File: src/hdl/bplfm_pkg.sv
// bplfm_pkg: shared types and constants of the buffer pool frame manager
// no dependencies
`default_nettype none
package bplfm_pkg;
   localparam int NumFramesDefault = 16;
   localparam int PageIdBitsDefault = 16;
   localparam int StampBits = 32;
   localparam int CountBits = 32;
   localparam int PortIdBits = 16;

   localparam logic [2:0] OP_READ   = 3'd0;
   localparam logic [2:0] OP_INSERT = 3'd1;
   localparam logic [2:0] OP_DIRTY  = 3'd2;
   localparam logic [2:0] OP_UNPIN  = 3'd3;
   localparam logic [2:0] OP_FLUSH  = 3'd4;
   localparam logic [2:0] OP_EVICT  = 3'd5;

   localparam logic [2:0] ST_HIT      = 3'd0;
   localparam logic [2:0] ST_LOADED   = 3'd1;
   localparam logic [2:0] ST_NOFRAME  = 3'd2;
   localparam logic [2:0] ST_INVALID  = 3'd3;
   localparam logic [2:0] ST_NOTFOUND = 3'd4;
   localparam logic [2:0] ST_DONE     = 3'd5;

   // request item fields from the lowest bit: operation, page_id, page_valid
   typedef struct packed {
      logic        page_valid;
      logic [15:0] page_id;
      logic [2:0]  operation;
   } req_type;

   // result item fields from the lowest bit
   typedef struct packed {
      logic [31:0] miss_count;
      logic [31:0] hit_count;
      logic [15:0] writeback_page;
      logic        writeback_valid;
      logic [3:0]  frame_index;
      logic [2:0]  status;
   } rsp_type;
endpackage
`default_nettype wire

File: src/hdl/bplfm_frame_ram.sv
// bplfm_frame_ram: frame table memory, one write and one registered read port
// no dependencies
`default_nettype none
module bplfm_frame_ram #(
   parameter int Depth = 16,
   parameter int Width = 48,
   parameter int AddrBits = 4
) (
   input  wire logic                clock,
   input  wire logic                wr_en,
   input  wire logic [AddrBits-1:0] wr_addr,
   input  wire logic [Width-1:0]    wr_data,
   input  wire logic [AddrBits-1:0] rd_addr,
   output logic      [Width-1:0]    rd_data
);
   logic [Width-1:0] mem_ff [Depth];

   always_ff @(posedge clock) begin
      if (wr_en) begin
         mem_ff[wr_addr] <= wr_data;
      end
      rd_data <= mem_ff[rd_addr];
   end
endmodule
`default_nettype wire

File: src/hdl/buffer_pool_lru_frame_manager.sv
// buffer_pool_lru_frame_manager: top level, scan sequencer over the frame memory
// depends on bplfm_pkg and bplfm_frame_ram
//
//  channel | ports        | content
//  request | req_t*       | operation, page_id, page_valid
//  result  | rsp_t*       | status, frame_index, writeback, hit and miss counts
//
// an item passes from acceptance through the scan state, with one frame memory read per
// scan cycle, the decide state, which writes the frame memory for a read or insert that hits
// or loads, the wait state and the idle state before the next acceptance; the result is
// registered in the decide state and ready is low while an item is in work
// reset clears per-frame used, dirty and pinned bits; stamps of empty frames read as zero
// a result waiting in the output register does not stop the next item's scan, it holds
// the decide cycle until it is taken
`default_nettype none
module buffer_pool_lru_frame_manager
   import bplfm_pkg::*;
#(
   parameter int FRAME_COUNT = NumFramesDefault,
   parameter int PAGE_ID_BITS = PageIdBitsDefault
) (
   input  wire logic         clock,
   input  wire logic         reset,
   input  wire logic         req_tvalid,
   output logic              req_tready,
   input  wire logic [23:0]  req_tdata,  // operation, page_id, page_valid, upper bits ignored
   output logic              rsp_tvalid,
   input  wire logic         rsp_tready,
   output logic [87:0]       rsp_tdata   // status, frame_index, writeback_valid,
                                         // writeback_page, hit_count, miss_count
);
   localparam int AddrBits = $clog2(FRAME_COUNT+1);
   localparam int IdxBits = (FRAME_COUNT > 1) ? $clog2(FRAME_COUNT) : 1;
   localparam int RamWidth = PAGE_ID_BITS + StampBits;

   typedef enum logic [1:0] {S_IDLE, S_SCAN, S_DECIDE, S_WAIT} state_type;

   state_type state_ff;
   req_type req_ff;
   logic [AddrBits-1:0] cnt_ff;
   logic [AddrBits-1:0] rd_cnt_ff;
   logic rd_act_ff;
   logic [FRAME_COUNT-1:0] used_ff, dirty_ff, pinned_ff;
   logic [StampBits-1:0] time_ff, hits_ff, misses_ff;
   logic hit_fnd_ff, emp_fnd_ff, vic_fnd_ff;
   logic [IdxBits-1:0] hit_idx_ff, emp_idx_ff, vic_idx_ff;
   logic [StampBits-1:0] vic_stamp_ff;
   logic [PAGE_ID_BITS-1:0] vic_page_ff, hit_page_ff;
   logic rsp_valid_ff;
   rsp_type rsp_ff;

   logic wr_en;
   logic [IdxBits-1:0] wr_addr, rd_addr;
   logic [RamWidth-1:0] wr_data, rd_data;
   logic [PAGE_ID_BITS-1:0] rd_page, req_id;
   logic [StampBits-1:0] rd_stamp, nxt_time;
   logic [IdxBits-1:0] ri;
   logic out_free;

   bplfm_frame_ram #(.Depth(FRAME_COUNT), .Width(RamWidth), .AddrBits(IdxBits)) u_ram (
      .clock(clock), .wr_en(wr_en), .wr_addr(wr_addr), .wr_data(wr_data),
      .rd_addr(rd_addr), .rd_data(rd_data));

   assign rd_addr = (cnt_ff < AddrBits'(FRAME_COUNT)) ? cnt_ff[IdxBits-1:0] : '0;
   assign rd_page = rd_data[RamWidth-1:StampBits];
   assign ri = rd_cnt_ff[IdxBits-1:0];
   assign rd_stamp = used_ff[ri] ? rd_data[StampBits-1:0] : '0;
   assign req_id = PAGE_ID_BITS'(req_ff.page_id);
   assign nxt_time = (&time_ff) ? time_ff : time_ff + 1'b1;
   assign out_free = !rsp_valid_ff || rsp_tready;
   assign req_tready = (state_ff == S_IDLE);
   assign rsp_tvalid = rsp_valid_ff;
   assign rsp_tdata = rsp_ff;

   // decide-cycle result and write to the frame memory
   logic have_frame, load_ok, decide_go;
   logic [IdxBits-1:0] tgt;
   logic [CountBits-1:0] hits_inc, misses_inc;
   rsp_type rsp_in;
   always_comb begin
      have_frame = emp_fnd_ff || vic_fnd_ff;
      tgt = emp_fnd_ff ? emp_idx_ff : vic_idx_ff;
      load_ok = have_frame && req_ff.page_valid;
      decide_go = (state_ff == S_DECIDE) && out_free;
      hits_inc = (&hits_ff) ? hits_ff : hits_ff + 1'b1;
      misses_inc = (&misses_ff) ? misses_ff : misses_ff + 1'b1;
      rsp_in.status = ST_NOTFOUND;
      rsp_in.frame_index = '0;
      rsp_in.writeback_valid = 1'b0;
      rsp_in.writeback_page = '0;
      rsp_in.hit_count = hits_ff;
      rsp_in.miss_count = misses_ff;
      wr_en = 1'b0;
      wr_addr = tgt;
      wr_data = {req_id, nxt_time};
      if (req_ff.operation <= OP_INSERT) begin
         if (hit_fnd_ff) begin
            rsp_in.status = ST_HIT;
            rsp_in.frame_index = 4'(hit_idx_ff);
            rsp_in.hit_count = hits_inc;
            wr_en = decide_go;
            wr_addr = hit_idx_ff;
            wr_data = {hit_page_ff, nxt_time};
         end else if (!have_frame) begin
            rsp_in.status = ST_NOFRAME;
         end else begin
            rsp_in.frame_index = 4'(tgt);
            if (!emp_fnd_ff && dirty_ff[tgt]) begin
               rsp_in.writeback_valid = 1'b1;
               rsp_in.writeback_page = 16'(vic_page_ff);
            end
            if (load_ok) begin
               rsp_in.status = ST_LOADED;
               rsp_in.miss_count = misses_inc;
               wr_en = decide_go;
            end else begin
               rsp_in.status = ST_INVALID;
            end
         end
      end else if (req_ff.operation <= OP_EVICT && hit_fnd_ff) begin
         rsp_in.status = ST_DONE;
         rsp_in.frame_index = 4'(hit_idx_ff);
         if ((req_ff.operation == OP_FLUSH || req_ff.operation == OP_EVICT) &&
             dirty_ff[hit_idx_ff]) begin
            rsp_in.writeback_valid = 1'b1;
            rsp_in.writeback_page = 16'(hit_page_ff);
         end
      end
   end

   always_ff @(posedge clock) begin
      if (reset) begin
         state_ff <= S_IDLE;
         used_ff <= '0;
         dirty_ff <= '0;
         pinned_ff <= '0;
         time_ff <= '0;
         hits_ff <= '0;
         misses_ff <= '0;
         rsp_valid_ff <= 1'b0;
         rd_act_ff <= 1'b0;
         cnt_ff <= '0;
      end else begin
         if (decide_go) rsp_valid_ff <= 1'b1;
         else if (rsp_tready) rsp_valid_ff <= 1'b0;
         case (state_ff)
            S_IDLE: begin
               if (req_tvalid) begin
                  req_ff <= req_type'(req_tdata[19:0]);
                  cnt_ff <= '0;
                  rd_act_ff <= 1'b0;
                  hit_fnd_ff <= 1'b0;
                  emp_fnd_ff <= 1'b0;
                  vic_fnd_ff <= 1'b0;
                  state_ff <= S_SCAN;
               end
            end
            S_SCAN: begin
               // issue read of cnt, examine previous read
               rd_cnt_ff <= cnt_ff;
               rd_act_ff <= (cnt_ff < AddrBits'(FRAME_COUNT));
               if (cnt_ff < AddrBits'(FRAME_COUNT)) cnt_ff <= cnt_ff + 1'b1;
               if (rd_act_ff) begin
                  if (!hit_fnd_ff && used_ff[ri] && rd_page == req_id) begin
                     hit_fnd_ff <= 1'b1;
                     hit_idx_ff <= ri;
                     hit_page_ff <= rd_page;
                  end
                  if (!emp_fnd_ff && !used_ff[ri]) begin
                     emp_fnd_ff <= 1'b1;
                     emp_idx_ff <= ri;
                  end
                  if (!pinned_ff[ri] && (!vic_fnd_ff || rd_stamp < vic_stamp_ff)) begin
                     vic_fnd_ff <= 1'b1;
                     vic_idx_ff <= ri;
                     vic_stamp_ff <= rd_stamp;
                     vic_page_ff <= rd_page;
                  end
               end else if (cnt_ff == AddrBits'(FRAME_COUNT)) begin
                  state_ff <= S_DECIDE;
               end
            end
            S_DECIDE: begin
               if (out_free) begin
                  rsp_ff <= rsp_in;
                  state_ff <= S_WAIT;
                  if (req_ff.operation <= OP_INSERT) begin
                     if (hit_fnd_ff) begin
                        time_ff <= nxt_time;
                        pinned_ff[hit_idx_ff] <= 1'b1;
                        hits_ff <= hits_inc;
                     end else if (have_frame) begin
                        if (req_ff.page_valid) begin
                           used_ff[tgt] <= 1'b1;
                           dirty_ff[tgt] <= (req_ff.operation == OP_INSERT);
                           pinned_ff[tgt] <= 1'b1;
                           time_ff <= nxt_time;
                           misses_ff <= misses_inc;
                        end else begin
                           used_ff[tgt] <= 1'b0;
                           dirty_ff[tgt] <= 1'b0;
                           pinned_ff[tgt] <= 1'b0;
                        end
                     end
                  end else if (req_ff.operation <= OP_EVICT && hit_fnd_ff) begin
                     case (req_ff.operation)
                        OP_DIRTY: dirty_ff[hit_idx_ff] <= 1'b1;
                        OP_UNPIN: pinned_ff[hit_idx_ff] <= 1'b0;
                        OP_FLUSH, OP_EVICT: begin
                           dirty_ff[hit_idx_ff] <= 1'b0;
                           if (req_ff.operation == OP_EVICT) begin
                              used_ff[hit_idx_ff] <= 1'b0;
                              pinned_ff[hit_idx_ff] <= 1'b0;
                           end
                        end
                        default: ;
                     endcase
                  end
               end
            end
            S_WAIT: state_ff <= S_IDLE;
            default: state_ff <= S_IDLE;
         endcase
      end
   end

   a_one_item: assert property (@(posedge clock) disable iff (reset)
      (req_tvalid && req_tready) |=> !req_tready) else $error("accepted while busy");
   a_rsp_after_decide: assert property (@(posedge clock) disable iff (reset)
      (state_ff == S_WAIT) |-> rsp_valid_ff || $past(rsp_tready))
      else $error("result lost");
   a_hits_mono: assert property (@(posedge clock) disable iff (reset)
      hits_ff >= $past(hits_ff) || $past(reset)) else $error("hit count fell");
endmodule
`default_nettype wire
File: config.mk
export PLATFORM = sky130hd
export DESIGN_NAME = buffer_pool_lru_frame_manager
export DESIGN_NICKNAME = d
export VERILOG_FILES = /design/src/hdl/bplfm_pkg.sv /design/src/hdl/bplfm_frame_ram.sv /design/src/hdl/buffer_pool_lru_frame_manager.sv
export SDC_FILE = /design/constraint.sdc
export NUM_CORES = 2
export LEC_CHECK = 0
export ABC_CLOCK_PERIOD_IN_PS = 10290
export BUFFER_PORTS_ARGS = -buffer_cell sky130_fd_sc_hd__buf_4
export CORE_MARGIN = 1.5
export CORE_UTILIZATION = 35
export DETAILED_ROUTE_END_ITERATION = 8
export GPL_TIMING_DRIVEN = 0
export SLEW_MARGIN = 5
export SYNTH_ARGS = -nofsm -noshare
export SYNTH_HDL_FRONTEND = slang
export SYNTH_SLANG_ARGS = --single-unit
File: constraint.sdc
create_clock -name clock -period 10.29 [get_ports clock]
set_input_delay 2.5725 -clock clock [delete_from_list [all_inputs] [get_ports clock]]
set_output_delay 2.5725 -clock clock [all_outputs]
set_load 0.1 [all_outputs]
### Yosys cells after proc, flatten, opt, wreduce, memory -nomap -nowiden

Memories as Yosys holds them, arrays and structs flattened. A register that Yosys moved wholly into a read port is not among the register bits.
Cells that the tools add are included.

* magnitude comparators: 9
* reduce and logical (&&, ||, !) cells: 53
* bitwise logic cells: 14
* equal/unequal tests: 23
* add/subtract/negate cells: 4
* multiplexer cells: 87

Operators with widths (count)
* 2-to-1 mux 32 bit: 11
* 2-to-1 mux 16 bit: 18
* adder 32 x 1 -> 32 bit, second input constant: 3
* bitwise AND 16 bit: 6
* 2-to-1 mux 48 bit: 2
* AND reduction 32 bit: 3
* 2-to-1 mux 64 bit: 1
* OR 16 bit: 4
* case mux 16 bit (2 select lines): 2
* 2-to-1 mux 17 bit: 3
* 2-to-1 mux 24 bit: 2
* less-than comparator 32 bit: 1
* inverter 16 bit: 2
* != test 2 bit, second input constant: 11
* 2-to-1 mux 1 bit: 21
* 2-to-1 mux 21 bit: 1
* AND reduction 5 bit: 4
* AND reduction 6 bit: 3
* binary-select mux 1 bit (select 4 bit): 4
* bitwise mux 16 bit: 1
* == test 16 bit: 1
* 2-to-1 mux 4 bit: 4
* AND reduction 4 bit: 4
* less-than comparator 4 x 5 -> 1 bit, second input constant: 3
* other kinds (30): 75

* bits in writable memories: 768
* input port bits: 28
* register bits: 344
* memories kept: 1
* output and inout port bits: 90
* logic and storage cells: 220

Memory list
* u_ram.mem_ff: words 16, bits a word 48, read ports 1, clocked after memory_dff 1, wr ports 1, line bplfm_frame_ram.sv:16 `logic [Width-1:0] mem_ff [Depth];`

### Longest topological paths before layout

* depth after elaboration: 11
* mapped depth: 12
* gate-level depth less buffers: 10

### Cells and area by module

From an unflattened synthesis, not the netlist that was laid out.

* cell total of the unflattened synthesis: 3069
* area total of the unflattened synthesis: 47743.3 µm²

Modules (own cells, without submodules)
* bplfm_frame_ram: instances 1, seq. area each 24023.0 µm², area each 29691.0 µm², cells each 1242
* buffer_pool_lru_frame_manager: instances 1, seq. area each 8798.4 µm², area each 18052.3 µm², cells each 1827

### Worst setup path after synthesis

Ideal clock, no wire load.

* path kind: reg2reg
* from: register rd_cnt_ff[0]
* to: register vic_idx_ff[0] (enable)
* arrival: 7431 ps
* buffers on the path: 2
* setup time: 540 ps
* required time: 9750 ps
* cell stages (with the launch flop): 13
* clock period less this slack: 7971 ps
* path slack: 2319 ps
* cell sequence: edfxtp_1 -> buf_2 -> mux4_2 -> mux4_2 -> clkbuf_1 -> and2_1 -> ha_1 -> or4_1 -> a221o_1 -> a221o_1 -> a31oi_1 -> o311ai_0 -> a211oi_1

* cells in the longest elaborated chain, start to end: 7
* elaborated cells on any way between the ends: 10
* classes of those cells: order compare (1); mux (5); reduce/logical (4)

RTL lines
* start: declaration: line buffer_pool_lru_frame_manager.sv:41 `logic [AddrBits-1:0] rd_cnt_ff;`
* start signal: assignment: line buffer_pool_lru_frame_manager.sv:160 `rd_cnt_ff <= cnt_ff;`
* binary-select mux 1 bit (select 4 bit): line buffer_pool_lru_frame_manager.sv:67 `assign rd_stamp = used_ff[ri] ? rd_data[StampBits-1:0] : '0;`
* 2-to-1 mux 1 bit (not written as such): line buffer_pool_lru_frame_manager.sv:67
* 2-to-1 mux 32 bit: line buffer_pool_lru_frame_manager.sv:67
* net rd_stamp[13]: line buffer_pool_lru_frame_manager.sv:56 `logic [StampBits-1:0] rd_stamp, nxt_time;`
* less-than comparator 32 bit: line buffer_pool_lru_frame_manager.sv:173 `if (!pinned_ff[ri] && (!vic_fnd_ff || rd_stamp < vic_stamp_ff)) begin`
* logical OR 1 bit: line buffer_pool_lru_frame_manager.sv:173
* logical AND 1 bit: line buffer_pool_lru_frame_manager.sv:173
* AND reduction 4 bit (no source line)
* end signal: assignment: line buffer_pool_lru_frame_manager.sv:175 `vic_idx_ff <= ri;`
* end: declaration: line buffer_pool_lru_frame_manager.sv:46 `logic [IdxBits-1:0] hit_idx_ff, emp_idx_ff, vic_idx_ff;`

The timed path passes the listed nets, and every way through them passes these cells. The select of a mux whose other input is x is not followed.
A chain may end at the register's enable or synchronous reset.

### Worst setup path after layout

* from: register rd_cnt_ff[0]
* to: register vic_stamp_ff[14] (enable)

* cells in the longest elaborated chain, start to end: 7
* elaborated cells on any way between the ends: 10
* classes of those cells: order compare (1); mux (5); reduce/logical (4)

RTL lines
* binary-select mux 1 bit (select 4 bit): line buffer_pool_lru_frame_manager.sv:67
* 2-to-1 mux 1 bit (not written as such): line buffer_pool_lru_frame_manager.sv:67
* 2-to-1 mux 32 bit: line buffer_pool_lru_frame_manager.sv:67
* net rd_stamp[13]: line buffer_pool_lru_frame_manager.sv:56
* less-than comparator 32 bit: line buffer_pool_lru_frame_manager.sv:173
* logical OR 1 bit: line buffer_pool_lru_frame_manager.sv:173
* logical AND 1 bit: line buffer_pool_lru_frame_manager.sv:173
* AND reduction 4 bit (no source line)
* end signal: assignment: line buffer_pool_lru_frame_manager.sv:176 `vic_stamp_ff <= rd_stamp;`
* end: declaration: line buffer_pool_lru_frame_manager.sv:47 `logic [StampBits-1:0] vic_stamp_ff;`

The timed path passes the listed nets, and every way through them passes these cells. The select of a mux whose other input is x is not followed.

==> impl_metrics.toml <==
[outcome]
status = "finished, final reports clean"

[critical_path]
crit_type = "flop to flop"
r2r-end = "vic_stamp_ff[14]$_DFFE_PP_"
crit_slowest_cell = "a211oi_4"
r2r_setup_slack_ns = 3.37
rr_startpoint = "rd_cnt_ff[0]$_DFFE_PP_"
critPathArrivalTime_ns = 7.35
worstPathCellList = "buf_2 -> mux4_2 -> mux4_2 -> clkbuf_1 -> and2_1 -> ha_1 -> or4_1 -> a221o_1 -> a221o_1 -> a31oi_1 -> o311ai_1 -> a211oi_4 -> buf_8 -> buf_8"
cp-start-kind = "flop"
worst-path-max-fanout = 15
cp-end-kind = "flop"
worstPathRequired_ns = 10.72
max_stage_delay_ns = 0.84
rr_worst_depth = 14

[sta]
fin_setup_tns_ns = 0
period_needed_ns = 6.920
min_period_over_period = 0.6725
worst_pin_slew_ns = 1.382
rsz0062_at_grt = "no"
slew_headroom = 0.07175
final_hold_viol_count = 0
whs_ns = 0.4706
slew_violations = 0
fmax_mhz = 144.5
fin_worst_skew_ns = 0.04345
finalSetupViolCount = 0

[clocking]
ctsResizeCount = 0
clkTransAtPathRegs_ns = 0.06
cts_tree = "built"
cts_root_buf = "clkbuf_16"
cts_inserted_buffers = 119
h-tree-depth = 3
clock_latency_ns = 0.74
cts_hold_buf = 0
post_cts_buffers = 0
clockBufferDepth = 3
clock-sinks = 1160

[placed_design]
dpl.hpwl_mm = 93.89
io_buffer_count = 112
place_congestion = 0.8940

[die]
fp-row-count = 136
die_width_um = 376.3
fp.dieH_um = 376.3
boundaryPins = 118
core_mm2 = 0.1378
start_util = 0.3539
dieArea_mm2 = 0.1416

[final_layout]
final_common_cell = "edfxtp_1"
layout_common_cells = "edfxtp_1 (959), a21oi_1 (317), nor2_1 (293), nand2_1 (264), clkbuf_1 (229)"
drive_gt1_frac = 0.1408
area_growth_syn_to_layout_pct = 16.38
nNetsFinal = 4005

[detailed_routing]
dr.pass1.iters = 6
wl_per_cell_um = 23.29
ant_nets = 0
initialDrtViolationCount = 3481
drc = 0
vias_per_cell = 5.392
vias = 31460
wl_mm = 135.9

[logic_synthesis]
ys_seq_area_frac = 0.6729
synth-edff-count = 959
postSynthAreaPerCell_um2 = 13.31
ys_warn_count = 0
synth_compound_area_frac = 0.1001
yosys.cell_types.count = 77
syn_nets = 3733
synth_top_family_by_area = "compound AO/OA/AOI/OAI gates"
synth_fa_ha_area_frac = 0.01021
ys_seq_elements = 1160
synthFlopType = "edfxtp_1"
ys_top_cells_by_area = "edfxtp_1 (59%), dfxtp_1 (8.2%), mux2_2 (3.4%)"
synth_top_area_frac = 0.5904
async_reset_ff_frac = 0
mappedNetlistArea_mm2 = 0.04878
yosys.area.top_type = "edfxtp_1"
netlist_instances = 3666
synth-simple-area-share = 0.08513
synth-xor-area-share = 0.03340
muxShareOfSynthArea = 0.07564

[global_routing]
met3_usage = 0.04116
gr-max-usage-layer = "met2"
grt_pass1_vias = 30580
grt_pass1_wl_mm = 198.9
grtUsageMet1 = 0.2535
grt-ovfl-total = 0
grt_antenna_before_repair = 6
grt_max_degree = 34
gr-usage-met2 = 0.3007
grt_use_total = 0.1878

[run]
maxCapViolations = 0

[worst_hold_path]
hold_path_depth = 2
hold_path_class = "flop to flop"

[power]
power_density_mw_per_mm2 = 197.1
p_leak_nw = 19.40
vdd_ir_drop_max_uv = 138.8
metrics by stage:
stage | worst slack [ns] | total power, mW | area, um^2 | util | instances
after floorplan | 2.319 | 6.408 | 48780 | - | 3666
after global placement | -2.845 | 6.938 | 51860 | 0.3763 | 5572
after detailed placement | 3.386 | 6.966 | 52820 | 0.3833 | 5611
after CTS | 3.370 | 11.25 | 56710 | 0.4114 | 5834
after global routing | 3.246 | 11.52 | 56770 | 0.4118 | 5834
final | 3.370 | 11.19 | 56770 | 0.4119 | 5835
critical path: cells and delay by family, from the launching register on:
family / cells / cell delay, ns
compound gates: 5 / 2.55
fa+ha+maj: 1 / 0.19
buf+inv: 4 / 1.21
flops: 1 / 0.50
mux: 2 / 1.29
simple gates: 2 / 0.83
Yosys cell counts, types with 22 or more instances:
master and number:
buf_2 23, xnor2_1 99, inv_1 50, and2_1 44
nor3_1 40, mux2i_1 159, nand2_1 264, mux2_2 149
nand3_1 69, a32o_1 48, o21ai_0 185, nor2_1 312
dfxtp_1 201, a211oi_1 22, nand4_1 50, ha_1 39
xor2_1 87, a221oi_1 57, and3_1 26, clkbuf_1 183
o31ai_1 38, edfxtp_1 959, buf_1 22, a21oi_1 317
state kept, by name, summed over array words and instances, names as in the netlist, 16 cells and up, named ones only:
signal         flops
hit_page_ff       16
vic_stamp_ff      32
vic_page_ff       16
hits_ff           32
rsp_tdata         88
time_ff           32
req_id            16
u_ram.mem_ff     768
misses_ff         32
u_ram.rd_data     48
metal layers:
metal	share of wire	vias up
met2	0.47	1242
met1	0.42	15630
li1	-	14350
met4	0.030	4
met3	0.080	235
met5	0.00025	-
worst max path at each step:
stage | start | to | cells after the start
CTS | rd_cnt_ff[0]$_DFFE_PP_ | vic_stamp_ff[11]$_DFFE_PP_ | 14
floorplan | rd_cnt_ff[0]$_DFFE_PP_ | vic_idx_ff[0]$_DFFE_PP_ | 12
global route | rd_cnt_ff[0]$_DFFE_PP_ | vic_stamp_ff[8]$_DFFE_PP_ | 14
finish | rd_cnt_ff[0]$_DFFE_PP_ | vic_stamp_ff[14]$_DFFE_PP_ | 14
detailed placement | rd_cnt_ff[0]$_DFFE_PP_ | vic_stamp_ff[15]$_DFFE_PP_ | 14
global placement | rd_cnt_ff[0]$_DFFE_PP_ | vic_stamp_ff[15]$_DFFE_PP_ | 12
cell type report:
type                    instances  area, um^2
multi-input cells            2225       15070
inverters                      50       187.7
clock inverters                43       501.7
flip-flops and latches       1160       32820
clock buffers                 180        3379
diodes                          1       2.502
repair buffers                151        1642
plain buffers                 231       915.9
fillers                     12740       81060
well taps                    1794        2245
cell families after synthesis:
family | after synthesis
multiplexers | 327
adder cells (fa/ha/maj) | 40
AND/OR/NAND/NOR | 895
buffers and inverters | 281
XOR/XNOR | 186
flip-flops | 1160
AO/OA/AOI/OAI | 777
power by group:
group          leakage, nW  total, mW  switching, mW  internal (mW)
clock                 1.88       4.31           1.82           2.49
combinational         6.52       1.52           1.15          0.374
sequential            11.0       5.35         0.0792           5.27
total                 19.4       11.2           3.05           8.14
No activity file was read; power rests on OpenSTA's default activity.
